<file path="src/lcs_pkg.sv">
// Shared constants, action codes and cell control struct for the
// longest common substring block. No dependencies.
package lcs_pkg;

  localparam int unsigned MaxLen     = 64;
  localparam int unsigned LenWDef    = $clog2(MaxLen + 1);
  localparam int unsigned EndWDef    = $clog2(MaxLen);

  localparam int unsigned ActionW    = 2;
  localparam int unsigned CharW      = 8;
  localparam int unsigned StartW     = 6;
  localparam int unsigned LengthW    = 7;
  localparam int unsigned InDataW    = 16;
  localparam int unsigned OutDataW   = 16;

  localparam logic [ActionW-1:0] ActStart  = 2'd0;
  localparam logic [ActionW-1:0] ActLoad   = 2'd1;
  localparam logic [ActionW-1:0] ActStream = 2'd2;
  localparam logic [ActionW-1:0] ActFinish = 2'd3;

  typedef struct packed {
    logic             clear;
    logic             stream;
    logic             rotate;
    logic [CharW-1:0] ch;
  } cell_ctl_t;

endpackage

</file>
<file path="src/lcs_cell.sv">
// One cell of the match chain: stored second-string byte, run length and
// the best run seen by this cell. Depends on lcs_pkg.
module lcs_cell #(
  parameter int unsigned LEN_W = lcs_pkg::LenWDef,
  parameter int unsigned END_W = lcs_pkg::EndWDef
) (
  input  logic                          clk_i,
  input  logic                          rst_ni,
  input  lcs_pkg::cell_ctl_t            ctl_i,
  input  logic                          load_i,
  input  logic                          active_i,
  input  logic [END_W-1:0]              fcount_i,
  input  logic [LEN_W-1:0]              run_left_i,
  input  logic [LEN_W-1:0]              best_len_next_i,
  input  logic [END_W-1:0]              best_end_next_i,
  output logic [LEN_W-1:0]              run_o,
  output logic [LEN_W-1:0]              best_len_o,
  output logic [END_W-1:0]              best_end_o
);

  logic [lcs_pkg::CharW-1:0] byte_q;
  logic [LEN_W-1:0]          run_q;
  logic [LEN_W-1:0]          best_len_q;
  logic [END_W-1:0]          best_end_q;
  logic [LEN_W-1:0]          run_d;

  assign run_d = (active_i && (byte_q == ctl_i.ch)) ? run_left_i + LEN_W'(1) : '0;

  always_ff @(posedge clk_i) begin
    if (load_i) begin
      byte_q <= ctl_i.ch;
    end
  end

  always_ff @(posedge clk_i or negedge rst_ni) begin
    if (!rst_ni) begin
      run_q      <= '0;
      best_len_q <= '0;
      best_end_q <= '0;
    end else if (ctl_i.clear) begin
      run_q      <= '0;
      best_len_q <= '0;
      best_end_q <= '0;
    end else if (load_i) begin
      run_q <= '0;
    end else if (ctl_i.stream) begin
      run_q <= run_d;
      if (run_d > best_len_q) begin
        best_len_q <= run_d;
        best_end_q <= fcount_i;
      end
    end else if (ctl_i.rotate) begin
      best_len_q <= best_len_next_i;
      best_end_q <= best_end_next_i;
    end
  end

  assign run_o      = run_q;
  assign best_len_o = best_len_q;
  assign best_end_o = best_end_q;

endmodule

</file>
<file path="config.mk">
export PLATFORM = sky130hd
export DESIGN_NAME = lcs_cell
export DESIGN_NICKNAME = d
export VERILOG_FILES = /design/src/lcs_pkg.sv /design/src/lcs_cell.sv
export SDC_FILE = /design/constraint.sdc
export NUM_CORES = 1
export LEC_CHECK = 0
export BUFFER_PORTS_ARGS = -buffer_cell sky130_fd_sc_hd__buf_4
export CAP_MARGIN = 20
export CORE_ASPECT_RATIO = 1.2
export CORE_MARGIN = 2
export CORE_UTILIZATION = 44
export CTS_CLUSTER_DIAMETER = 150
export CTS_CLUSTER_SIZE = 30
export DETAILED_ROUTE_END_ITERATION = 10
export PLACE_DENSITY_LB_ADDON = 0.25
export SYNTH_ARGS = -nofsm -noshare
export SYNTH_HDL_FRONTEND = slang
export SYNTH_SLANG_ARGS = --single-unit
</file>
<file path="constraint.sdc">
create_clock -name clk_i -period 3 [get_ports clk_i]
set_input_delay 0.3 -clock clk_i [delete_from_list [all_inputs] [get_ports clk_i]]
set_output_delay 0.3 -clock clk_i [all_outputs]
set_load 0.02 [all_outputs]
</file>
==> flow_summary.json, run 1 <==
{
  "r2r_cells": 13,
  "worstSetupPathType": "reg2reg",
  "die_x_um": 60.1,
  "synth_edf_count": 8,
  "cts.sinks": 28,
  "dp_hpwl_um": 3180,
  "period_needed_ns": 3.14,
  "hold_depth": 1,
  "routed_wl_um": 4320,
  "hp-class": "in2reg",
  "worst_slack_ns": -0.136,
  "p_int_uw": 733,
  "viasPerCell": 5.10,
  "core_um2": 3630,
  "top_layer_used": "met4",
  "crit_fanout": 7,
  "status": "finished, violations left",
  "violations": "setup timing",
  "synth-xor-area-share_pct": 6.33,
  "p_sw_uw": 272,
  "antenna_found_initial": 0,
  "finalClockSkew_ns": 0.0117,
  "grt_first_pass_wirelength_um": 6500,
  "setup_viol": 13,
  "cts_max_path_buffers": 2,
  "synth_compound_gate_area_share_pct": 8.96,
  "fin_area_um2": 2500,
  "ys_async_sr_fraction_pct": 71.4,
  "yosysSeqAreaShare_pct": 44.6,
  "final-max-slew-violation-count": 0,
  "nNetsFinal": 281,
  "power.density_nw_per_um2": 402,
  "drcViolationCount": 0,
  "multiInputGateArea_um2": 968,
  "required_ns": 3.15,
  "synth-adder-area-share_pct": 5.27,
  "tightestPinTransition_ns": 0.308,
  "routabilityCongestion": 0.874,
  "drt-initial-drc-count": 30,
  "r2r-end": "best_end_o[5]$_DFFE_PN0P_",
  "yosysWarnings": 0,
  "postPlaceCellArea_um2": 2260,
  "synth_common_cells": "20 x dfrtp_1, 13 x nor2_1, 12 x mux2i_1, 10 x a21oi_1, 9 x nand2b_1",
  "regArea_um2": 741,
  "synth.area.mux_share_pct": 15.6,
  "hold_viol": 0,
  "critPathCaptureType": "register",
  "cts_buffers": 3,
  "avgRoutedWirePerCell_um": 15.2,
  "clkPwrFrac_pct": 25.7,
  "timing.reg2reg.setup_slack_ns": -0.14,
  "arrival_ns": 3.29,
  "synth_cell_types": 39,
  "synth_top_family_by_area": "simple AND/OR/NAND/NOR gates",
  "ys.flop_type": "dfrtp_1",
  "num_vias": 1449,
  "startpoint_type": "register",
  "yosys-top-cells-area": "dfrtp_1 30%, edfxtp_1 14%, mux2i_1 7.2%",
  "core.rowCount": 24,
  "ios": 61,
  "initial_core_util_pct": 45.7,
  "avgSynthCellArea_um2": 10.7,
  "dr_wl_met3_um": 178,
  "synth_fp_nets": 203,
  "grt_start_max_net_pins": 25,
  "grt.total_usage_pct": 19.6,
  "rsz0062_at_grt": "true",
  "pwr-share-comb_pct": 30.5,
  "leakage_nw": 1.20,
  "drt_pass1_iterations": 4,
  "htree_levels": 1,
  "io_buffers": 60,
  "vdd_drop_max_uv": 213,
  "final_antenna_net_count": 0,
  "min_to": "byte_q[2]$_DFFE_PP_",
  "grt_overflow": 0,
  "dpl_worst_slack_ns": -0.226,
  "grt_pass1_vias": 1488,
  "fmax_mhz": 319,
  "clk_pin_slew_worst_paths_ns": 0.10,
  "period_share_pct": 105,
  "finalPower_mw": 1.00,
  "synth_area_um2": 1660,
  "root_buffer": "clkbuf_8",
  "wl_met1_um": 1770,
  "antenna_cells": 0,
  "synth_simple_gate_area_share_pct": 15.6,
  "relSlewSlack_pct": 79.4,
  "cap_violations": 0,
  "hold_start": "ctl_i[2]",
  "sw_frac_of_total_pct": 27.1,
  "synth_cells": 155,
  "synth_top_area_share_pct": 30.1,
  "yosys.area.top_type": "dfrtp_1",
  "fillerInstances": 274,
  "cts_tree": "done",
  "synth_most_common_cell": "dfrtp_1",
  "rr_startpoint": "byte_q[0]$_DFFE_PP_",
  "drive_above_1_share_pct": 47.4,
  "dieArea_um2": 4290,
  "met2_length_um": 2320,
  "seqPwrFrac_pct": 43.8,
  "clk-insertion-delay-late_ns": 0.27,
  "ys_ff_latch": 28,
  "area_growth_pct": 50.5,
  "die_h_um": 71.3
}
logic make-up after synthesis:
logic type      after synthesis
mux                          22
buf+inv                      14
xor+xnor                     12
simple gates                 49
fa+ha+maj                     7
flops                        28
compound gates               23
final cells by class:
| cell class | count | area share (%) |
|---|---|---|
| sequential | 28 | 29.6 |
| timing repair buffer | 79 | 25.2 |
| tap | 52 | 2.60 |
| clock buffer | 4 | 2.65 |
| inverter | 8 | 1.20 |
| multi-input combinational | 113 | 38.7 |
worst max path at each step:
stage                              startpoint                         to  slack (ns)  cells past startpoint
after floorplan           byte_q[1]$_DFFE_PP_  best_end_o[0]$_DFFE_PN0P_       0.007                     13
after global placement               ctl_i[4]  best_end_o[3]$_DFFE_PN0P_       -0.19                     13
after detailed placement             ctl_i[0]  best_end_o[5]$_DFFE_PN0P_       -0.23                     13
after CTS                 byte_q[0]$_DFFE_PP_  best_end_o[3]$_DFFE_PN0P_       -0.15                     13
after global routing      byte_q[2]$_DFFE_PP_  best_len_o[5]$_DFFE_PN0P_       -0.29                     13
final                     byte_q[0]$_DFFE_PP_  best_end_o[5]$_DFFE_PN0P_       -0.14                     13
per-layer routing:
| layer | up-vias | track usage [%] |
|---|---|---|
| met1 | 698 | 23.3 |
| met5 | - | 0 |
| met3 | 6 | 2.71 |
| met4 | 0 | 4.69 |
| met2 | 46 | 36.1 |
| li1 | 699 | - |
metrics by stage:
step / utilization (%) / hold slack [ns] / TNS (ns) / instances
3_3_place_gp: 62.3 / 0.191 / -1.90 / 275
5_1_grt: 68.8 / 0.205 / -3.64 / 284
6_report: 68.8 / 0.213 / -1.61 / 284
2_1_floorplan: - / 0.00441 / 0 / 155
4_1_cts: 65.3 / 0.212 / -1.71 / 282
3_5_place_dp: 62.3 / 0.198 / -2.27 / 275
timing repair:
item	4_1_cts	5_1_grt
endpoints found under the setup margin	13	13
setup buffers	2	1
hold endpoints to repair	20	0
gates cloned	0	1
hold buffers	1	0
pin swaps	2	5
resized for setup	3	17
placed cells by master, fill, tap and decap left out, types with 3 or more instances in the layout:
cell,Yosys,routed
buf_4,0,75
dfrtp_1,20,20
nor2_1,13,13
mux2i_1,12,12
nand2b_1,9,9
a21oi_1,10,9
inv_1,8,8
edfxtp_1,8,8
xnor2_1,8,7
nand3_1,8,7
mux2_4,7,7
ha_1,7,5
nand2_1,5,4
xor2_1,4,4
a22oi_1,3,3
mux2_2,3,3
clkbuf_8,0,3
power groups by stage:
stage               registers, mW  clock network [mW]  logic, mW
floorplan                   0.469                   0      0.117
global placement            0.447                   0      0.258
detailed placement          0.447                   0      0.265
CTS                         0.440               0.264      0.273
global route                0.444               0.284      0.328
finish                      0.440               0.259      0.306
flip-flops by register name, indices dropped and copies added (netlist names):
register	count
best_end_o	6
run_o	7
best_len_o	7
byte_q	8
critical path: stages, from the launching register on:
cell	delay [ns]
edfxtp_1	0.43
xnor2_2	0.15
nand4_1	0.16
nor3_2	0.15
buf_4	0.17
and2_4	0.15
ha_4	0.20
nor2b_4	0.12
o31ai_2	0.18
a21oi_1	0.13
a32o_2	0.30
o41a_1	0.40
buf_12	0.18
mux2_4	0.29
Power figures use the tool's default switching activity.
==> run 2: changes to the inputs <==
--- a/config.mk
+++ b/config.mk
@@ -7,9 +7,11 @@
 export LEC_CHECK = 0
 export BUFFER_PORTS_ARGS = -buffer_cell sky130_fd_sc_hd__buf_4
 export CAP_MARGIN = 20
+export CELL_PAD_IN_SITES_DETAIL_PLACEMENT = 1
+export CELL_PAD_IN_SITES_GLOBAL_PLACEMENT = 2
 export CORE_ASPECT_RATIO = 1.2
 export CORE_MARGIN = 2
-export CORE_UTILIZATION = 44
+export CORE_UTILIZATION = 27
 export CTS_CLUSTER_DIAMETER = 150
 export CTS_CLUSTER_SIZE = 30
 export DETAILED_ROUTE_END_ITERATION = 10
==> run 2 against run 1 <==
The flow still finishes with violations (setup timing). Largest cell class unchanged. Clock skew is 0.0010 ns lower. Largest power group unchanged. Critical path type unchanged. Count of clock-buffer cells in the layout did not move. Final cell count increased by 12%. Via count increased by 0.48%. Hold slack got worse by 0.0087 ns. Sequential power hardly changed. Worst setup slack worse by 0.026 ns. Critical path depth decreased by 1. Cell area up 1.0%. First-iteration DRC count increased by 60%.
==> flow_summary.json, run 2 (synthesis gave the netlist of run 1 again) <==
{
  "crit_fanout": 6,
  "cts_tree": "done",
  "period_needed_ns": 3.16,
  "rsz0062_at_grt": "true",
  "viasPerCell": 4.58,
  "hp-class": "in2reg",
  "finalClockSkew_ns": 0.0106,
  "required_ns": 3.16,
  "startpoint_type": "register",
  "antenna_cells": 0,
  "grt_start_max_net_pins": 25,
  "violations": "setup timing",
  "cts_max_path_buffers": 2,
  "initial_core_util_pct": 27.6,
  "cts_buffers": 3,
  "layout_commonest_cell": "buf_4",
  "grt_pass1_vias": 1513,
  "status": "finished, violations left",
  "leakage_nw": 1.19,
  "clk_pin_slew_worst_paths_ns": 0.11,
  "relSlewSlack_pct": 77.5,
  "avgRoutedWirePerCell_um": 15.1,
  "drt_pass1_iterations": 3,
  "die_x_um": 75.6,
  "num_vias": 1456,
  "cap_violations": 0,
  "layout_common_cells": "80 x buf_4, 20 x dfrtp_1, 13 x nor2_1",
  "drcViolationCount": 0,
  "fmax_mhz": 316,
  "largest_register_ffs": 8,
  "critPathSlowestCell": "o41a_1",
  "final-max-slew-violation-count": 0,
  "tightestPinTransition_ns": 0.337,
  "dieArea_um2": 6800,
  "area_growth_pct": 52.0,
  "grt.total_usage_pct": 14.2,
  "antenna_found_initial": 0,
  "htree_levels": 1,
  "drt-initial-drc-count": 48,
  "cp_top_family": "simple AND/OR/NAND/NOR gates",
  "vdd_drop_max_uv": 166,
  "io_buffers": 60,
  "timing.critical_path.buf_inv": 2,
  "fin_area_um2": 2520,
  "clk-insertion-delay-late_ns": 0.28,
  "grt_overflow": 0,
  "worst_slack_ns": -0.162,
  "routabilityCongestion": 0.725,
  "final_antenna_net_count": 0,
  "core_um2": 6010,
  "finalPower_mw": 1.01,
  "cpPeakStageDelay_ns": 0.46,
  "postPlaceCellArea_um2": 2330,
  "nNetsFinal": 285,
  "regMostFlops": "byte_q",
  "worstSetupPathType": "reg2reg",
  "critPathCaptureType": "register",
  "period_share_pct": 105,
  "final_util_pct": 42.0,
  "dp_hpwl_um": 3670,
  "core.rowCount": 31,
  "arrival_ns": 3.33,
  "routed_wl_um": 4810,
  "setup_viol": 13,
  "ios": 61,
  "hold_viol": 0,
  "root_buffer": "clkbuf_8",
  "drive_above_1_share_pct": 46.2,
  "dpl_worst_slack_ns": -0.252,
  "die_h_um": 89.9,
  "power.density_nw_per_um2": 400,
  "setup_tns_ns": -1.74,
  "crit_chain": "xnor2_1 -> nand4_1 -> buf_4 -> nor4_2 -> ha_1 -> nand2_2 -> or3_4 -> o21ai_1 -> a21oi_2 -> o41a_1 -> clkbuf_16 -> mux2_4",
  "cts.sinks": 28,
  "grt_first_pass_wirelength_um": 7400
}
run 2: worst paths after layout:
kind                                                  end  cells past startpoint  slack, ns                       from
min in group asynchronous       best_len_o[2]$_DFFE_PN0P_                      2       0.42                     rst_ni
worst min-delay path                  byte_q[3]$_DFFE_PP_                      1       0.20                   ctl_i[3]
worst max register to register  best_end_o[0]$_DFFE_PN0P_                     12      -0.16        byte_q[6]$_DFFE_PP_
worst max-delay path            best_end_o[0]$_DFFE_PN0P_                     12      -0.16        byte_q[6]$_DFFE_PP_
worst min register to register  best_end_o[4]$_DFFE_PN0P_                      1       0.52  best_end_o[4]$_DFFE_PN0P_
max in group asynchronous            run_o[6]$_DFFE_PN0P_                      2       2.36                     rst_ni
run 2: final cells by class:
type | count | area [um^2]
Timing Repair Buffer | 83 | 656
Sequential cell | 28 | 741
Clock buffer | 4 | 66.3
Tap cell | 82 | 103
Multi-Input combinational cell | 113 | 930
Fill cell | 688 | 3490
Inverter | 8 | 30.0
run 2: stage by stage:
stage	cells	hold WS [ns]
3_5_place_dp	309	0.204
4_1_cts	315	0.201
5_1_grt	318	0.188
6_report	318	0.204
2_1_floorplan	155	0.00441
3_3_place_gp	309	0.201
run 2: repair_timing:
action,in CTS,in global routing
hold endpoints to repair,20,0
endpoints found under the setup margin,13,13
hold buffers,1,0
pin swaps,1,3
cloned,0,1
gates resized for setup,2,10
setup buffers,1,2
run 2: layer usage:
layer	part of all wire [%]	routed length [um]	GRT usage [%]	vias up
met5	0	0	0	-
met4	1.0	48	3.51	0
met3	5.0	240	2.13	4
met2	54	2610	24.9	42
met1	40	1910	17.7	700
li1	-	-	-	710
run 2: where the power goes:
group	total (mW)	switching [mW]	internal [mW]	leakage (nW)
Combinational	0.300	0.136	0.164	0.804
Sequential	0.440	0.0181	0.422	0.348
Clock	0.269	0.124	0.145	0.0339
