File: config.mk
export PLATFORM = sky130hd
export DESIGN_NAME = lcs_best
export DESIGN_NICKNAME = d
export VERILOG_FILES = /design/src/lcs_pkg.sv /design/src/lcs_best.sv
export SDC_FILE = /design/constraint.sdc
export NUM_CORES = 1
export LEC_CHECK = 0
export BUFFER_PORTS_ARGS = -buffer_cell sky130_fd_sc_hd__buf_2
export CAP_MARGIN = 30
export CORE_MARGIN = 2
export CORE_UTILIZATION = 50
export CTS_BUF_LIST = sky130_fd_sc_hd__clkbuf_4
export DETAILED_ROUTE_END_ITERATION = 7
export PLACE_DENSITY = 0.89
export SLEW_MARGIN = 20
export SYNTH_ARGS = -nofsm -noshare
export SYNTH_HDL_FRONTEND = slang
export SYNTH_SLANG_ARGS = --single-unit
File: constraint.sdc
create_clock -name clk_i -period 3.07 [get_ports clk_i]
set_clock_uncertainty 0.2 [all_clocks]
set_input_delay 0.1535 -clock clk_i [delete_from_list [all_inputs] [get_ports clk_i]]
set_output_delay 0.1535 -clock clk_i [all_outputs]
set_load 0.005 [all_outputs]
File: src/lcs_pkg.sv
// Shared constants, action codes and cell control struct for the
// longest common substring block. No dependencies.
package lcs_pkg;

  localparam int unsigned MaxLen     = 64;
  localparam int unsigned LenWDef    = $clog2(MaxLen + 1);
  localparam int unsigned EndWDef    = $clog2(MaxLen);

  localparam int unsigned ActionW    = 2;
  localparam int unsigned CharW      = 8;
  localparam int unsigned StartW     = 6;
  localparam int unsigned LengthW    = 7;
  localparam int unsigned InDataW    = 16;
  localparam int unsigned OutDataW   = 16;

  localparam logic [ActionW-1:0] ActStart  = 2'd0;
  localparam logic [ActionW-1:0] ActLoad   = 2'd1;
  localparam logic [ActionW-1:0] ActStream = 2'd2;
  localparam logic [ActionW-1:0] ActFinish = 2'd3;

  typedef struct packed {
    logic             clear;
    logic             stream;
    logic             rotate;
    logic [CharW-1:0] ch;
  } cell_ctl_t;

endpackage

File: src/lcs_best.sv
// Accumulator at the head of the chain: keeps the longest run and, on
// ties, the earliest end while the per-cell bests rotate past. Uses lcs_pkg.
module lcs_best #(
  parameter int unsigned LEN_W = lcs_pkg::LenWDef,
  parameter int unsigned END_W = lcs_pkg::EndWDef
) (
  input  logic             clk_i,
  input  logic             rst_ni,
  input  logic             clear_i,
  input  logic             en_i,
  input  logic [LEN_W-1:0] len_i,
  input  logic [END_W-1:0] end_i,
  output logic [LEN_W-1:0] len_o,
  output logic [END_W-1:0] end_o
);

  logic [LEN_W-1:0] len_q;
  logic [END_W-1:0] end_q;
  logic             take;

  assign take = (len_i > len_q) ||
                ((len_i == len_q) && (len_i != '0) && (end_i < end_q));

  always_ff @(posedge clk_i or negedge rst_ni) begin
    if (!rst_ni) begin
      len_q <= '0;
      end_q <= '0;
    end else if (clear_i) begin
      len_q <= '0;
      end_q <= '0;
    end else if (en_i && take) begin
      len_q <= len_i;
      end_q <= end_i;
    end
  end

  assign len_o = len_q;
  assign end_o = end_q;

endmodule

==> results.toml, run 1 <==
[outcome]
status = "complete, no violations"

[worst_hold_path]
hold_path.startpoint = "len_i[1]"
holdPathStages = 3
hold_class = "in2reg"
min_to = "len_o[1]$_DFFE_PN0P_"

[worst_setup_path]
cp_slowest_cell = "dlygate4sd3_1"
cp.required_ns = 3.07
arrival_ns = 2.55
crit_path_end_kind = "flip-flop"
crit_fanout = 13
timing.rr.end = "len_o[3]$_DFFE_PN0P_"
ff2ff_setup_slack_ns = 0.64
crit_type = "in2reg"
path_cells = "dlygate4sd3_1 -> buf_2 -> ha_1 -> a211oi_1 -> nor2_1 -> nor3_1 -> a2bb2oi_4 -> mux2i_1"
critical-path-max-stage-delay_ns = 0.53
critPathLaunchType = "input pin"
r2r_cells = 7
r2r-start = "len_o[4]$_DFFE_PN0P_"

[pwr]
seqPwrFrac = 0.426
comb_power_share = 0.318
p_leak_uw = 0.0006659
clockPowerShare = 0.255
power_density_mw_per_mm2 = 349.9
power_uw = 457.1
p_int_uw = 319.2
max-vdd-ir-drop_v = 0.0003287
p_sw_uw = 137.9
switching_share = 0.3017

[final_layout]
nets = 173
final_area_mm2 = 0.001306
layout-drive-gt1-share = 0.2517
diodes = 0
syn_to_final_growth_pct = 31.32

[drt]
drt-pass1-iter-count = 4
antenna_left = 0
finalWirelength_um = 2277
num_vias = 859
wl_per_cell_um = 13.39
via_per_inst = 5.053
route.detailed.drc = 0
drt_iter0_markers = 26

[synth]
synthesis.nets = 129
postSynthCellCount = 100
ys_seq_area_frac = 0.3270
yosys_warnings = 0
ys_ff_latch = 13
synth_top_area_share = 0.3270
ys_types = 23
syn_area_um2 = 994.7
yosysTopAreaCell = "dfrtp_1"
synth_area_per_cell_um2 = 9.947
synthTopCellsByArea = "dfrtp_1 (33%), nand2b_1 (16%), ha_1 (15%)"

[clock_network]
cts_inserted_buffers = 3
clock_latency_ns = 0.28
htreeDepth = 1
clkSinkCount = 13
cts_tree = "yes"
post_cts_buffers = 0
cts_buffer_depth = 2
cts_root_buf = "clkbuf_4"
cts.clk_slew.worst_paths_ns = 0.08

[timing]
min_period_ns = 2.549
fmax_ghz = 0.3923
hold_ws_ns = 0.02282
tns_ns = 0
hold_viol_final = 0
setup_violations = 0
slew_viol_final = 0
period_share = 0.8304
rsz0062_at_grt = "no"
layout_setup_ws_ns = 0.5207
worst_pin_slew_ns = 0.5710
slew_headroom = 0.6180

[placed_design]
placed_area_mm2 = 0.001146
hpwl_um = 1572
numPortBuffers = 29
gp_congestion = 0.7994
pre_cts_slack_ns = 0.7465

[flow_run]
cap_viol_max_count = 0

[die]
die_height_um = 48.60
std_cell_rows = 16
core_mm2 = 0.001922
ios = 30
dieArea_mm2 = 0.002362
start_util = 0.5176
die_width_um = 48.60

[grt]
track_usage = 0.2200
grt_pass1_wl_um = 4008
first_global_vias = 930
antenna_found_initial = 0
grt_start_max_net_pins = 27
overflow = 0
==> synth_stat cells, drive strengths merged <==
library cell   n
nand2          1
buf            1
ha            12
mux2i         13
o21ai          4
a2bb2oi        1
nor2           2
inv           12
nor4           2
nor3           1
dfrtp         13
o2111ai        1
a211oi         1
or2b           1
nand3          1
nand2b        25
nand4          1
clkbuf         2
nand3b         2
a21oi          2
nor3b          1
or4            1
==> how the worst max path moves through the flow <==
stage | end | start | depth (start not counted) | slack [ns]
after floorplan | end_o[0]$_DFFE_PN0P_ | len_o[4]$_DFFE_PN0P_ | 8 | 1.02
after global placement | end_o[1]$_DFFE_PN0P_ | len_o[4]$_DFFE_PN0P_ | 7 | 0.83
after detailed placement | len_o[3]$_DFFE_PN0P_ | len_o[4]$_DFFE_PN0P_ | 7 | 0.75
after CTS | len_o[3]$_DFFE_PN0P_ | len_i[4] | 8 | 0.53
after global routing | len_o[2]$_DFFE_PN0P_ | len_i[4] | 8 | 0.39
final | len_o[3]$_DFFE_PN0P_ | len_i[4] | 8 | 0.52
==> layer usage <==
metal	track usage	vias up	part of all wire
met3	0.03395	4	0.036
met5	0	-	0
li1	-	428	-
met2	0.3904	26	0.51
met4	0.1000	0	0.012
met1	0.2599	401	0.44
==> final cells by class <==
type	instances	area [um2]
inverter	12	45.04
fill	157	615.6
sequential	13	325.3
timing repair buffer	42	275.3
clock buffer	4	30.03
multi-input combinational	72	596.8
tap	27	33.78
==> sequential cells by signal, summed over array words and instances, names as in the netlist <==
signal,count
end_o,6
len_o,7
==> metrics by stage <==
step	util	cells
floorplan	-	100
global placement	0.5964	153
detailed placement	0.5964	153
CTS	0.6797	170
global route	0.6797	170
finish	0.6797	170
==> layout by cell type, fill, tap and decap left out <==
cell type / count
nor4_2: 1
nand4_1: 1
nor4_1: 1
mux2i_1: 13
o2111ai_1: 1
ha_1: 12
or2b_1: 1
or4_4: 1
nor3b_1: 1
dfrtp_1: 13
nand2_1: 1
clkbuf_4: 4
dlygate4sd3_1: 13
nor2_1: 2
buf_2: 29
inv_1: 12
nand3b_1: 2
nand3_1: 1
nand2b_1: 25
a21oi_1: 2
a2bb2oi_4: 1
nor3_1: 1
o21ai_0: 4
a211oi_1: 1
==> power by group through the flow <==
stage	Combinational (uW)	Sequential [uW]	Clock, uW
3_5_place_dp	128	198	0
5_1_grt	161	197	127
2_1_floorplan	84.8	199	0
4_1_cts	143	195	119
6_report	146	195	117
3_3_place_gp	122	198	0
==> worst max-delay path: cells and delay by family <==
| family | cells | cell delay (ns) |
|---|---|---|
| AO/OA/AOI/OAI | 2 | 0.75 |
| buffers and inverters | 2 | 0.67 |
| AND/OR/NAND/NOR | 2 | 0.38 |
| adder cells (fa/ha/maj) | 1 | 0.33 |
| multiplexers | 1 | 0.26 |
==> logic make-up (layout without fill, tap and decap cells) <==
group	count (synthesis)	in the layout	synth area share
simple gates	38	38	0.2453
buf+inv	15	58	0.07296
mux	13	13	0.1308
flops	13	13	0.3270
fa+ha+maj	12	12	0.1509
compound gates	9	9	0.07297
==> repair_timing <==
| item | CTS | global route |
|---|---|---|
| resized for setup | 0 | 0 |
| setup endpoints to repair | 0 | 0 |
| hold buffers | 13 | 0 |
| hold endpoints to repair | 25 | 0 |
Power figures use the tool's default switching activity.
==> inputs of run 2 (changes only) <==
- ABC_AREA: unset -> 1
- CORE_UTILIZATION: 50 -> 48
- clock period: 3.07 -> 2.2 ns (I/O delays scaled with it)
==> run 2 against run 1 <==
Compared with the run above: sequential cell count unchanged; routed wire length grew 20%; via count increased by 23%; clock power rose by 31%; sequential share of layout area decreased by 1.5 points; cell area up 6.6%; die area grew 6.5%; combinational power grew 76%; area after synthesis grew 2.8%; worst hold slack better by 0.0065 ns; largest power group unchanged.
==> results.toml, run 2 <==
[outcome]
status = "complete, no violations"

[synth]
synth_top_area_share = 0.3182
yosys_warnings = 0
postSynthCellCount = 129
yosysTopAreaCell = "dfrtp_1"
synth_ff_type = "dfrtp_1"
ys_ff_latch = 13
yosysMostFrequentCell = "nand2_1"
synth_edf_count = 0
syn_area_mm2 = 0.001022
ys_top_cells_by_count = "nand2_1 (34), inv_1 (21), dfrtp_1 (13), nand4_1 (13), ha_1 (12)"
synthTopCellsByArea = "dfrtp_1 (32%), ha_1 (15%), nand2_1 (12%)"
ys_seq_area_frac = 0.3182
ys_types = 16
synth_area_per_cell_um2 = 7.924
synth-async-reset-ratio = 1.000
synthesis.nets = 158

[drt]
wl_per_cell_um = 13.57
via_per_inst = 5.248
highest_layer = "met4"
drt-pass1-iter-count = 5
wl_met2_um = 1392
finalWirelength_um = 2742
route.met3.wl_um = 161
wl_met1_um = 1074
num_vias = 1060
antenna_left = 0
route.detailed.drc = 0
drt_iter0_markers = 52

[final_layout]
post-route-util = 0.7027
multi_input_area_um2 = 595.6
diodes = 0
final_common_cell = "nand2_1"
syn_to_final_growth_pct = 36.23
final_cell_mix = "nand2_1 (32), buf_2 (29), inv_1 (21), dlygate4sd3_1 (14)"
nets = 205
register_area_um2 = 325.3
largest_reg_flops = 7
layout-drive-gt1-share = 0.3086
fillCellCount = 141

[timing]
worst_pin_slew_ns = 0.8052
period_share = 0.9712
slew_headroom = 0.4599
fmax_ghz = 0.4680
hold_viol_final = 0
min_period_ns = 2.137
setup_violations = 0
layout_setup_ws_ns = 0.06328
slew_viol_final = 0
rsz0062_at_grt = "yes"

[pwr]
max-vdd-ir-drop_v = 0.0004239
p_leak_uw = 0.0007498
power_density_mw_per_mm2 = 491.0

[worst_hold_path]
hold_class = "in2async"

[worst_setup_path]
crit_type = "in2reg"
crit_fanout = 13
r2r_cells = 11
critPathLaunchType = "input pin"
cp.required_ns = 2.17
arrival_ns = 2.11
crit_path_end_kind = "flip-flop"

[grt]
overflow = 0
grt_start_max_net_pins = 27
antenna_found_initial = 0
grt_pass1_wl_um = 4257
track_usage = 0.2240
first_global_vias = 967

[clock_network]
clock_latency_ns = 0.29
htreeDepth = 1
cts_root_buf = "clkbuf_4"
cts.clk_slew.worst_paths_ns = 0.08
clkSinkCount = 13
cts_buffer_depth = 2
cts_tree = "yes"
cts_inserted_buffers = 3

[die]
die_height_um = 50.15
std_cell_rows = 16
start_util = 0.5158
dieArea_mm2 = 0.002515
core_mm2 = 0.001982
ios = 30
die_width_um = 50.15

[placed_design]
pre_cts_slack_ns = 0.1533
numPortBuffers = 29
gp_congestion = 0.7962
hpwl_um = 1766

[flow_run]
cap_viol_max_count = 0
## run 2: kinds of logic after synthesis
| group | count (synthesis) | share of synthesized area |
|---|---|---|
| and+or+nand+nor | 73 | 0.3917 |
| adders and majority gates | 12 | 0.1469 |
| AOI/OAI and AO/OA | 4 | 0.02203 |
| buffers and inverters | 27 | 0.1212 |
| DFF | 13 | 0.3182 |
## run 2: where the power goes
part / internal (uW) / total (uW) / leakage [uW] / switching [uW]
registers: 257 / 274 / 0.000175 / 16.8
logic: 116 / 257 / 0.000557 / 141
clock network: 67.8 / 153 / 0.0000177 / 85.3
## run 2: final timing paths
kind	startpoint	endpoint	slack [ns]
setup / recovery	len_i[6]	len_o[1]$_DFFE_PN0P_	0.06
hold / removal	rst_ni	len_o[0]$_DFFE_PN0P_	0.03
setup reg to reg	len_o[3]$_DFFE_PN0P_	len_o[1]$_DFFE_PN0P_	0.13
hold reg to reg	end_o[5]$_DFFE_PN0P_	end_o[5]$_DFFE_PN0P_	0.33
max in group asynchronous	rst_ni	len_o[4]$_DFFE_PN0P_	1.54
min in group clk_i	en_i	len_o[2]$_DFFE_PN0P_	0.03
## run 2: area by class of cell
type,count,share of cell area
timing repair buffer,47,0.2354
sequential,13,0.2336
tap,27,0.02426
clock inverter,1,0.003594
clock buffer,3,0.01617
multi-input combinational,89,0.4277
inverter,22,0.05930
## run 2: layer usage
layer  vias to the layer above  GRT usage
li1                        512          -
met2                        47     0.3618
met5                         -          0
met3                        12    0.05357
met1                       489     0.2643
met4                         0     0.1435
## run 2: worst max-delay path, stage by stage
cell and delay (ns):
dlygate4sd3_1 0.56, buf_2 0.15, ha_1 0.29, nand2_1 0.08, nor2_2 0.13, nand2_2 0.10
nor2_2 0.10, nand3_2 0.13, nand2_8 0.15, nand2_8 0.11, nand3_2 0.09, nand2_1 0.10
## run 2: per-stage QoR
stage | instance area, um2 | hold WS [ns] | power (uW) | TNS [ns] | cells
floorplan | 1022 | -0.3856 | 410.0 | 0 | 129
global placement | 1160 | -0.1957 | 456.6 | 0 | 180
detailed placement | 1160 | -0.1895 | 469.3 | 0 | 180
CTS | 1328 | 0.005489 | 639.0 | 0 | 198
global route | 1393 | 0.05182 | 723.5 | -0.3509 | 202
finish | 1393 | 0.02932 | 683.7 | 0 | 202
## run 2: repair_timing
action,CTS,global route
endpoints found under the setup margin,0,13
buffers inserted,0,4
hold buffers,14,0
resized for setup,0,4
endpoints found under the hold margin,26,0
==> inputs of run 3 (changes only) <==
- HOLD_SLACK_MARGIN: unset -> 0.03
==> run 3 against run 2 <==
Compared with the run above: the flow now finishes with violations (negative setup slack); setup slack got worse by 0.12 ns; first-iteration DRC count decreased by 37%; count of clock-buffer cells in the layout unchanged; critical path type unchanged; critical endpoint unchanged; highest routed layer unchanged.
==> results.toml, run 3 (synthesis gave the netlist of run 2 again) <==
[drt]
via_per_inst = 5.466
wl_per_cell_um = 14.56
drt_iter0_markers = 33
route.detailed.drc = 0
finalWirelength_um = 2971
antenna_left = 0
drt-pass1-iter-count = 5
num_vias = 1115

[worst_setup_path]
crit_fanout = 8
cp_slowest_cell = "dlygate4sd3_1"
crit_path_end_kind = "flip-flop"
arrival_ns = 2.21
critical-path-max-stage-delay_ns = 0.56
crit_type = "in2reg"
worst_path_most_repeated_cell = "nand2_1"
path_cells = "dlygate4sd3_1 -> buf_2 -> ha_1 -> nand2_1 -> inv_1 -> a21oi_1 -> nand2_1 -> nand2_2 -> nand2_8 -> buf_4 -> nand4_1 -> nand2_1"
cp.required_ns = 2.16
critPathLaunchType = "input pin"

[clock_network]
cts_buffer_depth = 2
cts_inserted_buffers = 3
cts.clk_slew.worst_paths_ns = 0.08
clock_latency_ns = 0.28
htreeDepth = 1
cts_root_buf = "clkbuf_4"
cts_tree = "yes"
clkSinkCount = 13

[die]
die_height_um = 50.15
ios = 30
start_util = 0.5158
std_cell_rows = 16
core_mm2 = 0.001982
die_width_um = 50.15
dieArea_mm2 = 0.002515

[timing]
setup_violations = 1
slew_viol_final = 0
layout_setup_ws_ns = -0.05475
fmax_ghz = 0.4435
period_share = 1.025
worst_pin_slew_ns = 0.8202
hold_viol_final = 0
slew_headroom = 0.4499
tns_ns = -0.05475
min_period_ns = 2.255

[placed_design]
pre_cts_slack_ns = 0.1533
numPortBuffers = 29
placed_area_mm2 = 0.001160
gp_congestion = 0.7962
hpwl_um = 1766

[pwr]
power_uw = 685.0
max-vdd-ir-drop_v = 0.0004213
power_density_mw_per_mm2 = 484.5
p_leak_uw = 0.0007562

[outcome]
violations = "negative setup slack"
status = "complete, but fails checks"

[final_layout]
fillCellCount = 139
final_area_mm2 = 0.001414
multi_input_area_um2 = 619.3
layout-drive-gt1-share = 0.3164
diodes = 0
final_cell_mix = "nand2_1 (32), buf_2 (29), inv_1 (21), dlygate4sd3_1 (15)"
post-route-util = 0.7134
nets = 207
largest_reg_flops = 7
final_common_cell = "nand2_1"
register_area_um2 = 325.3
syn_to_final_growth_pct = 38.31

[flow_run]
cap_viol_max_count = 0

[grt]
overflow = 0
track_usage = 0.2341
grt_pass1_wl_um = 4395
first_global_vias = 1007
antenna_found_initial = 0
grt_start_max_net_pins = 27

[worst_hold_path]
hold_class = "in2async"
run 3: changes by cell type in the layout (fill, tap and decap cells not counted):
cell	previous run	this run
buf_12	1	0
buf_4	3	4
dlygate4sd3_1	14	15
ha_1	12	11
ha_4	0	1
nand2_4	0	1
run 3: worst paths after layout:
check | startpoint | endpoint | slack, ns | cells past startpoint
max in group asynchronous | rst_ni | len_o[4]$_DFFE_PN0P_ | 1.54 | 2
max | len_i[6] | len_o[1]$_DFFE_PN0P_ | -0.05 | 12
min in group clk_i | end_o[5]$_DFFE_PN0P_ | end_o[5]$_DFFE_PN0P_ | 0.33 | 2
min | rst_ni | len_o[0]$_DFFE_PN0P_ | 0.03 | 2
max reg2reg | len_o[4]$_DFFE_PN0P_ | len_o[1]$_DFFE_PN0P_ | 0.07 | 11
min reg2reg | end_o[5]$_DFFE_PN0P_ | end_o[5]$_DFFE_PN0P_ | 0.33 | 2
run 3: cell type report:
class | count | area share
multi-input combinational | 90 | 0.4381
sequential | 13 | 0.2301
timing repair buffer | 48 | 0.2301
inverter | 22 | 0.05841
tap | 27 | 0.02389
clock buffer | 3 | 0.01593
clock inverter | 1 | 0.003540
run 3: timing repair:
item | in CTS | in global routing
endpoints found under the setup margin | 0 | 13
setup buffers | 0 | 4
hold endpoints to repair | 26 | 0
resized for setup | 0 | 5
hold buffers | 15 | 0
run 3: worst max-delay path, delay by kind of cell:
| kind | cells | cell delay [ns] |
|---|---|---|
| AOI/OAI and AO/OA | 1 | 0.16 |
| and+or+nand+nor | 6 | 0.68 |
| adders and majority gates | 1 | 0.31 |
| buffers and inverters | 4 | 0.95 |
run 3: per-stage QoR:
step	std cells	hold WS [ns]
after floorplan	129	-0.3856
after global placement	180	-0.1957
after detailed placement	180	-0.1895
after CTS	199	0.03591
after global routing	204	0.06291
final	204	0.03171
run 3: power breakdown:
group | internal (uW) | leakage (uW) | total (uW) | switching [uW]
clock network | 67.6 | 0.0000177 | 151 | 83.5
registers | 257 | 0.000175 | 274 | 16.6
logic | 113 | 0.000563 | 260 | 147
run 3: layer usage:
| metal | global-route usage | part of all wire | vias up |
|---|---|---|---|
| met5 | 0 | 0 | - |
| met4 | 0.1574 | 0.073 | 0 |
| met3 | 0.05357 | 0.074 | 20 |
| met2 | 0.3794 | 0.49 | 77 |
| met1 | 0.2738 | 0.36 | 499 |
| li1 | - | - | 519 |
